### src/design/bc1_pkg.sv
`timescale 1ns / 1ps
// ----------------------------------------------------------------------------
// bc1_pkg
// Shared types, constants and color arithmetic for the BC1 block decoder.
// ----------------------------------------------------------------------------
package bc1_pkg;

  localparam int unsigned MAX_DIMENSION = 4096;

  localparam int unsigned COL_W = 12;
  localparam int unsigned ROW_W = 13;
  localparam int unsigned DIM_W = 13;

  localparam logic [COL_W-1:0] COL_LIMIT = '1;
  localparam logic [ROW_W-1:0] ROW_LIMIT = '1;

  // floor(333 * s / 1000) == (s * BLEND_RECIP) >> BLEND_SHIFT for every s up to 765.
  localparam logic [18:0] BLEND_RECIP = 19'd349176;
  localparam int unsigned BLEND_SHIFT = 20;

  typedef enum logic [0:0] {
    REG_IMAGE_WIDTH  = 1'b0,
    REG_IMAGE_HEIGHT = 1'b1
  } cfg_reg_t;

  typedef logic [23:0] rgb_t;

  typedef struct packed {
    rgb_t             color_a;
    rgb_t             color_b;
    logic [31:0]      index_bits;
    logic [COL_W-1:0] column;
    logic [ROW_W-1:0] row_start;
  } bc1_block_t;

  typedef struct packed {
    logic [3:0][23:0] palette;
    logic [31:0]      index_bits;
    logic [COL_W-1:0] column;
    logic [ROW_W-1:0] row_start;
  } bc1_pal_t;

  typedef struct packed {
    logic [COL_W-1:0] column;
    logic [ROW_W-1:0] row;
    logic [23:0]      pixel_0;
    logic [23:0]      pixel_1;
    logic [23:0]      pixel_2;
    logic [23:0]      pixel_3;
    logic [3:0]       visible_mask;
    logic             last_row;
  } bc1_row_t;

  function automatic rgb_t widen565(input logic [15:0] c);
    logic [13:0] r;
    logic [13:0] g;
    logic [13:0] b;
    r = 14'(c[15:11]) * 14'd527 + 14'd23;
    g = 14'(c[10:5]) * 14'd259 + 14'd33;
    b = 14'(c[4:0]) * 14'd527 + 14'd23;
    return {r[13:6], g[13:6], b[13:6]};
  endfunction

  // Two-thirds of the heavy channel plus one third of the light one, as
  // floor((666 * heavy + 333 * light) / 1000).
  function automatic logic [7:0] blend_chan(input logic [7:0] heavy, input logic [7:0] light);
    logic [9:0]  s;
    logic [27:0] prod;
    s    = {1'b0, heavy, 1'b0} + 10'(light);
    prod = 28'(s) * 28'(BLEND_RECIP);
    return prod[27:BLEND_SHIFT];
  endfunction

  function automatic rgb_t blend_rgb(input rgb_t heavy, input rgb_t light);
    return {blend_chan(heavy[23:16], light[23:16]),
            blend_chan(heavy[15:8], light[15:8]),
            blend_chan(heavy[7:0], light[7:0])};
  endfunction

endpackage

### src/design/bc1_if.sv
`timescale 1ns / 1ps
// ----------------------------------------------------------------------------
// bc1_if
// Channel interfaces for compressed blocks, decoded rows and configuration.
// ----------------------------------------------------------------------------
interface bc1_block_if;
  logic        valid;
  logic        ready;
  logic [15:0] endpoint_a;
  logic [15:0] endpoint_b;
  logic [31:0] index_bits;
  logic        first_block;

  modport source(output valid, endpoint_a, endpoint_b, index_bits, first_block,
                 input ready);
  modport sink(input valid, endpoint_a, endpoint_b, index_bits, first_block,
               output ready);
endinterface

interface bc1_row_if;
  logic        valid;
  logic        ready;
  logic [11:0] column;
  logic [12:0] row;
  logic [23:0] pixel_0;
  logic [23:0] pixel_1;
  logic [23:0] pixel_2;
  logic [23:0] pixel_3;
  logic [3:0]  visible_mask;
  logic        last_row;

  modport source(output valid, column, row, pixel_0, pixel_1, pixel_2, pixel_3,
                 visible_mask, last_row, input ready);
  modport sink(input valid, column, row, pixel_0, pixel_1, pixel_2, pixel_3,
               visible_mask, last_row, output ready);
endinterface

interface bc1_cfg_if;
  logic        valid;
  logic        ready;
  logic [0:0]  index;
  logic [12:0] data;

  modport source(output valid, index, data, input ready);
  modport sink(input valid, index, data, output ready);
endinterface

### src/design/bc1_texture_block_decoder.sv
`timescale 1ns / 1ps
// ----------------------------------------------------------------------------
// bc1_texture_block_decoder
// BC1 four-color block decoder producing one RGB888 pixel row per item.
// ----------------------------------------------------------------------------
// Each accepted compressed block yields four row items, top row first, and the
// output register moves one row per cycle while the row side is not stalling.
// With the pipeline full, a new block is accepted at the edge that loads
// the last row of the block two ahead of it. After a block is accepted, the
// intake register loads at the accepting edge, then the palette register and
// the output register, which presents the first row. Image width and height
// are written through the configuration channel; the user must do so only
// while the block is idle, as the block itself does not enforce this; there
// is no start-up sweep.
module bc1_texture_block_decoder (
  input  logic          clk,
  input  logic          rst,
  bc1_block_if.sink     block_in,
  bc1_row_if.source     row_out,
  bc1_cfg_if.sink       cfg
);
  import bc1_pkg::*;

  logic [DIM_W-1:0] image_width;
  logic [DIM_W-1:0] image_height;
  logic             blk_valid;
  logic             blk_ready;
  bc1_block_t       blk;
  logic             pal_valid;
  logic             pal_ready;
  bc1_pal_t         pal;
  bc1_row_t         out_row;

  assign cfg.ready = 1'b1;

  always_ff @(posedge clk) begin
    if (rst) begin
      image_width  <= DIM_W'(4096);
      image_height <= DIM_W'(4096);
    end else if (cfg.valid) begin
      case (cfg_reg_t'(cfg.index))
        REG_IMAGE_WIDTH:  image_width  <= cfg.data;
        REG_IMAGE_HEIGHT: image_height <= cfg.data;
        default: begin
        end
      endcase
    end
  end

  bc1_intake u_intake (
    .clk         (clk),
    .rst         (rst),
    .in_valid    (block_in.valid),
    .in_ready    (block_in.ready),
    .endpoint_a  (block_in.endpoint_a),
    .endpoint_b  (block_in.endpoint_b),
    .index_bits  (block_in.index_bits),
    .first_block (block_in.first_block),
    .image_width (image_width),
    .blk_valid   (blk_valid),
    .blk_ready   (blk_ready),
    .blk         (blk)
  );

  bc1_palette u_palette (
    .clk       (clk),
    .rst       (rst),
    .blk_valid (blk_valid),
    .blk_ready (blk_ready),
    .blk       (blk),
    .pal_valid (pal_valid),
    .pal_ready (pal_ready),
    .pal       (pal)
  );

  bc1_row_seq u_row_seq (
    .clk          (clk),
    .rst          (rst),
    .pal_valid    (pal_valid),
    .pal_ready    (pal_ready),
    .pal          (pal),
    .image_width  (image_width),
    .image_height (image_height),
    .out_valid    (row_out.valid),
    .out_ready    (row_out.ready),
    .out_row      (out_row)
  );

  assign row_out.column       = out_row.column;
  assign row_out.row          = out_row.row;
  assign row_out.pixel_0      = out_row.pixel_0;
  assign row_out.pixel_1      = out_row.pixel_1;
  assign row_out.pixel_2      = out_row.pixel_2;
  assign row_out.pixel_3      = out_row.pixel_3;
  assign row_out.visible_mask = out_row.visible_mask;
  assign row_out.last_row     = out_row.last_row;

endmodule

### src/design/bc1_intake.sv
`timescale 1ns / 1ps
// ----------------------------------------------------------------------------
// bc1_intake
// Input register: widens both endpoints and tracks the running block position.
// ----------------------------------------------------------------------------
module bc1_intake (
  input  logic                    clk,
  input  logic                    rst,
  input  logic                    in_valid,
  output logic                    in_ready,
  input  logic [15:0]             endpoint_a,
  input  logic [15:0]             endpoint_b,
  input  logic [31:0]             index_bits,
  input  logic                    first_block,
  input  logic [12:0]             image_width,
  output logic                    blk_valid,
  input  logic                    blk_ready,
  output bc1_pkg::bc1_block_t     blk
);
  import bc1_pkg::*;

  logic [COL_W-1:0] col_start;
  logic [ROW_W-1:0] row_start;
  logic [COL_W-1:0] cur_col;
  logic [ROW_W-1:0] cur_row;
  logic [DIM_W-1:0] next_col;
  logic [14:0]      wrap_at;
  logic             wrap;
  logic [ROW_W:0]   row_sum;
  logic [ROW_W-1:0] row_adv;
  logic             accept;

  assign in_ready = !blk_valid || blk_ready;
  assign accept   = in_valid && in_ready;

  always_comb begin
    cur_col  = first_block ? '0 : col_start;
    cur_row  = first_block ? '0 : row_start;
    next_col = {1'b0, cur_col} + DIM_W'(4);
    wrap_at  = ({2'b00, image_width} > 15'(MAX_DIMENSION)) ? 15'(MAX_DIMENSION)
                                                          : {2'b00, image_width};
    wrap     = ({2'b00, next_col} >= wrap_at) || (next_col > {1'b0, COL_LIMIT});
    row_sum  = {1'b0, cur_row} + (ROW_W+1)'(4);
    row_adv  = (row_sum > {1'b0, ROW_LIMIT}) ? ROW_LIMIT : row_sum[ROW_W-1:0];
  end

  always_ff @(posedge clk) begin
    if (rst) begin
      blk_valid <= 1'b0;
      col_start <= '0;
      row_start <= '0;
    end else if (accept) begin
      blk_valid <= 1'b1;
      if (wrap) begin
        col_start <= '0;
        row_start <= row_adv;
      end else begin
        col_start <= next_col[COL_W-1:0];
        row_start <= cur_row;
      end
    end else if (blk_ready) begin
      blk_valid <= 1'b0;
    end
  end

  always_ff @(posedge clk) begin
    if (accept) begin
      blk.color_a    <= widen565(endpoint_a);
      blk.color_b    <= widen565(endpoint_b);
      blk.index_bits <= index_bits;
      blk.column     <= cur_col;
      blk.row_start  <= cur_row;
    end
  end

endmodule

### src/design/bc1_palette.sv
`timescale 1ns / 1ps
// ----------------------------------------------------------------------------
// bc1_palette
// Palette register: both endpoints and the two blended colors of a block.
// ----------------------------------------------------------------------------
module bc1_palette (
  input  logic                clk,
  input  logic                rst,
  input  logic                blk_valid,
  output logic                blk_ready,
  input  bc1_pkg::bc1_block_t blk,
  output logic                pal_valid,
  input  logic                pal_ready,
  output bc1_pkg::bc1_pal_t   pal
);
  import bc1_pkg::*;

  logic accept;

  assign blk_ready = !pal_valid || pal_ready;
  assign accept    = blk_valid && blk_ready;

  always_ff @(posedge clk) begin
    if (rst) begin
      pal_valid <= 1'b0;
    end else if (accept) begin
      pal_valid <= 1'b1;
    end else if (pal_ready) begin
      pal_valid <= 1'b0;
    end
  end

  always_ff @(posedge clk) begin
    if (accept) begin
      pal.palette[0] <= blk.color_a;
      pal.palette[1] <= blk.color_b;
      pal.palette[2] <= blend_rgb(blk.color_a, blk.color_b);
      pal.palette[3] <= blend_rgb(blk.color_b, blk.color_a);
      pal.index_bits <= blk.index_bits;
      pal.column     <= blk.column;
      pal.row_start  <= blk.row_start;
    end
  end

endmodule

### src/design/bc1_row_seq.sv
`timescale 1ns / 1ps
// ----------------------------------------------------------------------------
// bc1_row_seq
// Row sequencer: steps through the four rows of a block into the output register.
// ----------------------------------------------------------------------------
module bc1_row_seq (
  input  logic              clk,
  input  logic              rst,
  input  logic              pal_valid,
  output logic              pal_ready,
  input  bc1_pkg::bc1_pal_t pal,
  input  logic [12:0]       image_width,
  input  logic [12:0]       image_height,
  output logic              out_valid,
  input  logic              out_ready,
  output bc1_pkg::bc1_row_t out_row
);
  import bc1_pkg::*;

  logic [1:0]       cnt;
  logic             emit;
  logic [7:0]       sel;
  logic [ROW_W:0]   row_sum;
  logic [ROW_W-1:0] row_y;
  logic [3:0]       mask;
  bc1_row_t         row_next;

  assign emit      = pal_valid && (!out_valid || out_ready);
  assign pal_ready = emit && (cnt == 2'd3);

  always_comb begin
    sel     = pal.index_bits[{cnt, 3'b000} +: 8];
    row_sum = {1'b0, pal.row_start} + (ROW_W+1)'(cnt);
    row_y   = (row_sum > {1'b0, ROW_LIMIT}) ? ROW_LIMIT : row_sum[ROW_W-1:0];
    for (int k = 0; k < 4; k++) begin
      mask[k] = (({1'b0, pal.column} + DIM_W'(k)) < image_width) && (row_y < image_height);
    end
    row_next.column       = pal.column;
    row_next.row          = row_y;
    row_next.pixel_0      = pal.palette[sel[1:0]];
    row_next.pixel_1      = pal.palette[sel[3:2]];
    row_next.pixel_2      = pal.palette[sel[5:4]];
    row_next.pixel_3      = pal.palette[sel[7:6]];
    row_next.visible_mask = mask;
    row_next.last_row     = (cnt == 2'd3);
  end

  always_ff @(posedge clk) begin
    if (rst) begin
      cnt       <= '0;
      out_valid <= 1'b0;
    end else begin
      if (emit) begin
        cnt       <= cnt + 2'd1;
        out_valid <= 1'b1;
      end else if (out_ready) begin
        out_valid <= 1'b0;
      end
    end
  end

  always_ff @(posedge clk) begin
    if (emit) begin
      out_row <= row_next;
    end
  end

endmodule

### src/flat_wrapper.sv
// flat-port wrapper written by rule: the top's interface ports become plain ports
module bc1_texture_block_decoder_flat import bc1_pkg::*;
  (clk, rst, block_in_valid, block_in_endpoint_a, block_in_endpoint_b, block_in_index_bits, block_in_first_block, block_in_ready, row_out_valid, row_out_column, row_out_row, row_out_pixel_0, row_out_pixel_1, row_out_pixel_2, row_out_pixel_3, row_out_visible_mask, row_out_last_row, row_out_ready, cfg_valid, cfg_index, cfg_data, cfg_ready);
  bc1_block_if block_in_i ();
  bc1_row_if row_out_i ();
  bc1_cfg_if cfg_i ();
  input  logic clk;
  input  logic rst;
  input wire logic [$bits(block_in_i.valid)-1:0] block_in_valid;
  input wire logic [$bits(block_in_i.endpoint_a)-1:0] block_in_endpoint_a;
  input wire logic [$bits(block_in_i.endpoint_b)-1:0] block_in_endpoint_b;
  input wire logic [$bits(block_in_i.index_bits)-1:0] block_in_index_bits;
  input wire logic [$bits(block_in_i.first_block)-1:0] block_in_first_block;
  output wire logic [$bits(block_in_i.ready)-1:0] block_in_ready;
  output wire logic [$bits(row_out_i.valid)-1:0] row_out_valid;
  output wire logic [$bits(row_out_i.column)-1:0] row_out_column;
  output wire logic [$bits(row_out_i.row)-1:0] row_out_row;
  output wire logic [$bits(row_out_i.pixel_0)-1:0] row_out_pixel_0;
  output wire logic [$bits(row_out_i.pixel_1)-1:0] row_out_pixel_1;
  output wire logic [$bits(row_out_i.pixel_2)-1:0] row_out_pixel_2;
  output wire logic [$bits(row_out_i.pixel_3)-1:0] row_out_pixel_3;
  output wire logic [$bits(row_out_i.visible_mask)-1:0] row_out_visible_mask;
  output wire logic [$bits(row_out_i.last_row)-1:0] row_out_last_row;
  input wire logic [$bits(row_out_i.ready)-1:0] row_out_ready;
  input wire logic [$bits(cfg_i.valid)-1:0] cfg_valid;
  input wire logic [$bits(cfg_i.index)-1:0] cfg_index;
  input wire logic [$bits(cfg_i.data)-1:0] cfg_data;
  output wire logic [$bits(cfg_i.ready)-1:0] cfg_ready;
  assign block_in_i.valid = block_in_valid;
  assign block_in_i.endpoint_a = block_in_endpoint_a;
  assign block_in_i.endpoint_b = block_in_endpoint_b;
  assign block_in_i.index_bits = block_in_index_bits;
  assign block_in_i.first_block = block_in_first_block;
  assign block_in_ready = block_in_i.ready;
  assign row_out_valid = row_out_i.valid;
  assign row_out_column = row_out_i.column;
  assign row_out_row = row_out_i.row;
  assign row_out_pixel_0 = row_out_i.pixel_0;
  assign row_out_pixel_1 = row_out_i.pixel_1;
  assign row_out_pixel_2 = row_out_i.pixel_2;
  assign row_out_pixel_3 = row_out_i.pixel_3;
  assign row_out_visible_mask = row_out_i.visible_mask;
  assign row_out_last_row = row_out_i.last_row;
  assign row_out_i.ready = row_out_ready;
  assign cfg_i.valid = cfg_valid;
  assign cfg_i.index = cfg_index;
  assign cfg_i.data = cfg_data;
  assign cfg_ready = cfg_i.ready;
  bc1_texture_block_decoder u_core (.clk(clk), .rst(rst), .block_in(block_in_i), .row_out(row_out_i), .cfg(cfg_i));
endmodule
### config.mk
export PLATFORM = sky130hd
export DESIGN_NAME = bc1_texture_block_decoder_flat
export DESIGN_NICKNAME = d
export VERILOG_FILES = /design/src/design/bc1_pkg.sv /design/src/design/bc1_if.sv /design/src/design/bc1_texture_block_decoder.sv /design/src/design/bc1_intake.sv /design/src/design/bc1_palette.sv /design/src/design/bc1_row_seq.sv /design/src/flat_wrapper.sv
export SDC_FILE = /design/constraint.sdc
export NUM_CORES = 1
export LEC_CHECK = 0
export BUFFER_PORTS_ARGS = -buffer_cell sky130_fd_sc_hd__buf_2
export CAP_MARGIN = 15
export CELL_PAD_IN_SITES_DETAIL_PLACEMENT = 0
export CELL_PAD_IN_SITES_GLOBAL_PLACEMENT = 1
export CORE_UTILIZATION = 47
export CTS_BUF_LIST = sky130_fd_sc_hd__clkbuf_16
export DETAILED_ROUTE_END_ITERATION = 10
export PLACE_DENSITY = 0.85
export SYNTH_ARGS = -nofsm -noshare
export SYNTH_HDL_FRONTEND = slang
export SYNTH_SLANG_ARGS = --single-unit
### constraint.sdc
create_clock -name clk -period 8.8 [get_ports clk]
set_clock_uncertainty 0.1 [all_clocks]
set_input_delay 0.44 -clock clk [delete_from_list [all_inputs] [get_ports clk]]
set_output_delay 0.44 -clock clk [all_outputs]
set_load 0.005 [all_outputs]
# == After elaboration in Yosys (flattened, before gate mapping) ==
# Index checks and enable logic that the tools add are counted.
# totals
ff_bits,440
input_bits,84
out_inout_bits,129
# classes
bitwise_logic,1
n_mul,12
eq_ne,1
reduce_logical,20
muxes,21
add_sub_neg,19
shift,1
order_cmp,14
# ops
operator,n
24-bit binary-select mux with 2-bit select,4
10-bit by 16-bit multiplier with 25-bit output (second input constant),6
24-bit 2-to-1 mux,4
13-bit 2-to-1 mux,5
9-bit by 8-bit adder with 10-bit output,6
14-bit by 5-bit adder with 14-bit output (second input constant),4
5-bit by 10-bit multiplier with 14-bit output (second input constant),4
13-bit < comparator,4
32-bit by 6-bit indexed part select with 8-bit output,1
14-bit by 6-bit adder with 14-bit output (second input constant),2
14-bit by 13-bit > comparator with 1-bit output (second input constant),2
6-bit by 9-bit multiplier with 14-bit output (second input constant),2
12-bit by 2-bit adder with 13-bit output (second input constant),2
12-bit 2-to-1 mux,2
13-bit by 2-bit adder with 14-bit output,1
13-bit by 3-bit adder with 14-bit output (second input constant),1
12-bit by 1-bit adder with 13-bit output (second input constant),1
12-bit by 3-bit adder with 13-bit output (second input constant),1
13-bit >= comparator,1
13-bit by 12-bit > comparator with 1-bit output (second input constant),1
13-bit > comparator (second input constant),1
12-bit by 13-bit < comparator with 1-bit output,1
2-bit by 3-bit < comparator with 1-bit output (second input constant),4
1-bit logical AND,8
8 further kinds,21

# == Longest topological paths before layout ==
# depth
word_depth,8
ltp_mapped,30
depth_no_buf,29

# == Hierarchy ==
# Synthesis repeated with hierarchy kept, for this count alone.
# unflattened
hier_cells,3288
hier_area_um2,39477.9
# modules_own_cells
module,cells_per_inst,n_inst,area_each_um2
bc1_palette,1877,1,21169.1
bc1_row_seq,571,1,8733.4
bc1_intake,737,1,8461.9
bc1_texture_block_decoder,103,1,1113.6

# == Worst setup path after synthesis ==
# OpenSTA, ideal clock, no wires.
# synth_path
path_type,input-to-reg
startpoint,input port row_out_ready
endpoint,"register, netlist name u_core.u_palette.pal[0]"
required_time_ns,8.015
arrival_ns,7.426
path_slack_ns,0.590
cell_stages,3
path_cell_list,nand2b_1 a21oi_1 nor2b_1
# synth_via
elab_chain_len,5
# synth_lines
item,line_no,text
"start, declared",flat_wrapper.sv:24,input wire logic [$bits(row_out_i.ready)-1:0] row_out_ready;
1-bit logical OR,bc1_row_seq.sv:28,assign emit = pal_valid && (!out_valid || out_ready);
1-bit logical AND,bc1_row_seq.sv:28,
1-bit logical AND,bc1_row_seq.sv:29,assign pal_ready = emit && (cnt == 2'd3);
1-bit logical OR,bc1_palette.sv:20,assign blk_ready = !pal_valid || pal_ready;
1-bit logical AND,bc1_palette.sv:21,assign accept = blk_valid && blk_ready;
net u_core.u_palette.accept,bc1_palette.sv:18,logic accept;
# The timed path passes the listed nets, and every way through them passes these cells.
# A chain may end at the register's enable or synchronous reset.

# == Worst setup path in the final report ==
# layout_path
startpoint,"register, netlist name u_core.u_intake.blk[74]"
endpoint,"register, netlist name u_core.u_palette.pal[128]"
# layout_via
elab_chain_len,2
# layout_lines
item,line_no,text
9-bit by 8-bit adder with 10-bit output,bc1_pkg.sv:69,"s = {1'b0, heavy, 1'b0} + 10'(light);"
10-bit by 16-bit multiplier with 25-bit output,bc1_pkg.sv:70,prod = 28'(s) * 28'(BLEND_RECIP);
# Every way passes these cells.

==> impl_results.md <==
- Status: finished, final reports clean
- I/O pins: 213
- RSZ-0062 raised after global routing: no
- Die W: 290.7 um
- Core area: 0.08224 mm2
- Cts hold-fix bufs: 46
- Most common cell after layout, fill and taps aside: ha_1
- Detailed Route WL: 83.29 mm
- Critical Path Sink Type: flip-flop
- Largest net degree at the start of global routing: 68
- Synth Net Count: 4,406
- Final Setup Violations: 0
- Num rows: 105
- Syn-to-layout area delta: 11.43%
- Critical path's top delay family: adder cells
- Bufs and invs on worst path: 3
- DR pass1 iterations: 4
- Cell count after synthesis: 3,320
- Sequential-to-total area share from yosys stat: 32.31%
- CP required: 9.03 ns
- EDFF count, synth: 384
- Slowest stage delay, CP: 0.58 ns
- Port Buffers: 211
- Final ANT Viol Nets: 0
- Gr usage total: 20.27%
- Die Area: 0.08449 mm2
- CTS buffer count: 48
- Slew @ Worst Pin: 1.000 ns
- First-pass GRT wire length: 136.5 mm
- Post-layout min period: 8.248 ns
- Clk buf depth: 3
- 1st-iter DRT viols: 1,166
- Max Cap Viol: 0
- Nets@finish: 4,693
- Vias: 24,840
- Final TNS setup: 0 ns
- Part of the cycle the worst path needs: 93.73%
- Fillers: 7,060
- TritonCTS clock tree: yes
- Worst-path clk slew: 0.06 ns
- Worst-Skew Late Latency: 0.59 ns
- Post-CTS setup repair buffer count: 0
- Synth warnings: 0
- DRC violations left: 0
- Via density: 5.266
- Hold/Removal Path Class: input port to flip-flop
- Distinct cells, synth: 75
- CP Class: flip-flop to flip-flop
- Worst EP arrival: 8.48 ns
- Most frequent cells in the layout: ha_1 (708), inv_1 (587), edfxtp_1 (384)
- CTS root buf: clkbuf_16
- Synth async-reset ratio: 0%
- Most used cell along the critical path: fa_1
- Fraction of layout cells with a size suffix above 1: 12.26%
- Die H: 290.7 um
- FF+latch count, synth: 440
- Wire length per cell: 17.66 um
- Endpoints failing hold: 0
- H-tree depth: 2
- Initial Util: 47.62%
- Vias in the first global route: 25,838
- CTS Sinks: 440
- Relative slew slack: 33.30%
- Avg Cell Area, Syn: 11.80 um2
- Fmax: 121.2 MHz
- CTS resizes: 0
- Post-DP HPWL: 65.13 mm
- Initial antenna violation count: 2
- RePlAce Congestion: 0.8375
- Slowest CP cell: fa_1
- Overflow after GRT: 0
- Synth Flop Type: edfxtp_1
- Crit Path Max Fanout: 4
- Startpoint types: flip-flop
- Netlist Area Pre-Place: 0.03916 mm2
- Max-slew violation count: 0
[worst min-delay path: cells and delay by family]
family                 cells  cell delay, ns
buffers and inverters      1            0.07
AO/OA/AOI/OAI              1            0.08
AND/OR/NAND/NOR            1            0.13
[area by class of cell]
cell class | count | area [um2] | area share (%)
well taps | 1070 | 1339 | 3.068
flip-flops and latches | 440 | 12650 | 28.99
multi-input cells | 2246 | 24110 | 55.26
inverters | 580 | 2187 | 5.012
repair buffers | 291 | 1772 | 4.060
diodes | 1 | 2.502 | 0.005734
clock inverters | 41 | 372.9 | 0.8544
clock buffers | 48 | 1201 | 2.752
[flip-flops by register name, indices dropped and copies added (netlist names), 2 cells and up]
name                       count
u_core.image_height           13
u_core.image_width            13
u_core.u_palette.pal         153
u_core.u_intake.row_start     13
u_core.u_row_seq.cnt           2
u_core.u_row_seq.out_row     126
u_core.u_intake.blk          105
u_core.u_intake.col_start     12
[Yosys cell counts, types with 56 or more instances]
master	number	area, um2
a21oi_1	136	680.7
dfxtp_1	56	1121
xnor2_1	128	1121
mux4_2	104	2342
nor2_1	125	469.2
xor2_1	61	534.3
o21ai_0	62	310.3
fa_1	294	5886
nand2_1	148	555.5
inv_1	580	2177
a21o_1	56	420.4
ha_1	708	8859
edfxtp_1	384	11530
[through the flow]
step | util (%) | hold slack, ns | setup WS, ns | area (um2) | instances
after floorplan | - | 0.3003 | 0.5896 | 39160 | 3320
after global placement | 50.59 | 0.3017 | 0.9282 | 41600 | 4581
after detailed placement | 50.59 | 0.3045 | 0.6625 | 41600 | 4581
after CTS | 53.06 | 0.04102 | 0.5897 | 43640 | 4716
after global routing | 53.06 | 0.07677 | 0.08056 | 43640 | 4716
final | 53.06 | 0.07720 | 0.5518 | 43640 | 4717
[final timing paths]
kind         cells past startpoint                         startpoint                                       to  slack, ns
min                              3                      row_out_ready  u_core.u_row_seq.out_valid$_SDFFE_PP0P_       0.08
max                             26  u_core.u_intake.blk[74]$_DFFE_PP_      u_core.u_palette.pal[128]$_DFFE_PP_       0.55
max reg2reg                     26  u_core.u_intake.blk[74]$_DFFE_PP_      u_core.u_palette.pal[128]$_DFFE_PP_       0.55
min reg2reg                      0  u_core.u_intake.blk[56]$_DFFE_PP_       u_core.u_palette.pal[56]$_DFFE_PP_       0.31
[metal layers]
layer	global-route usage, %	vias to the layer above	part of all wire, %
li1	-	12148	-
met1	27.19	12094	45
met2	34.16	498	48
met3	3.495	100	5.3
met4	4.749	0	2.1
met5	0	-	0
[kinds of logic after synthesis]
group | share of synthesized area (%)
AO/OA/AOI/OAI | 7.118
XOR/XNOR | 4.227
adder cells (fa/ha/maj) | 37.65
buffers and inverters | 6.140
flip-flops | 32.31
multiplexers | 6.061
other | 0.009575
AND/OR/NAND/NOR | 6.492
Power is not shown: default switching activity piles up to over one toggle a cycle in this logic, so the estimate is an artifact.
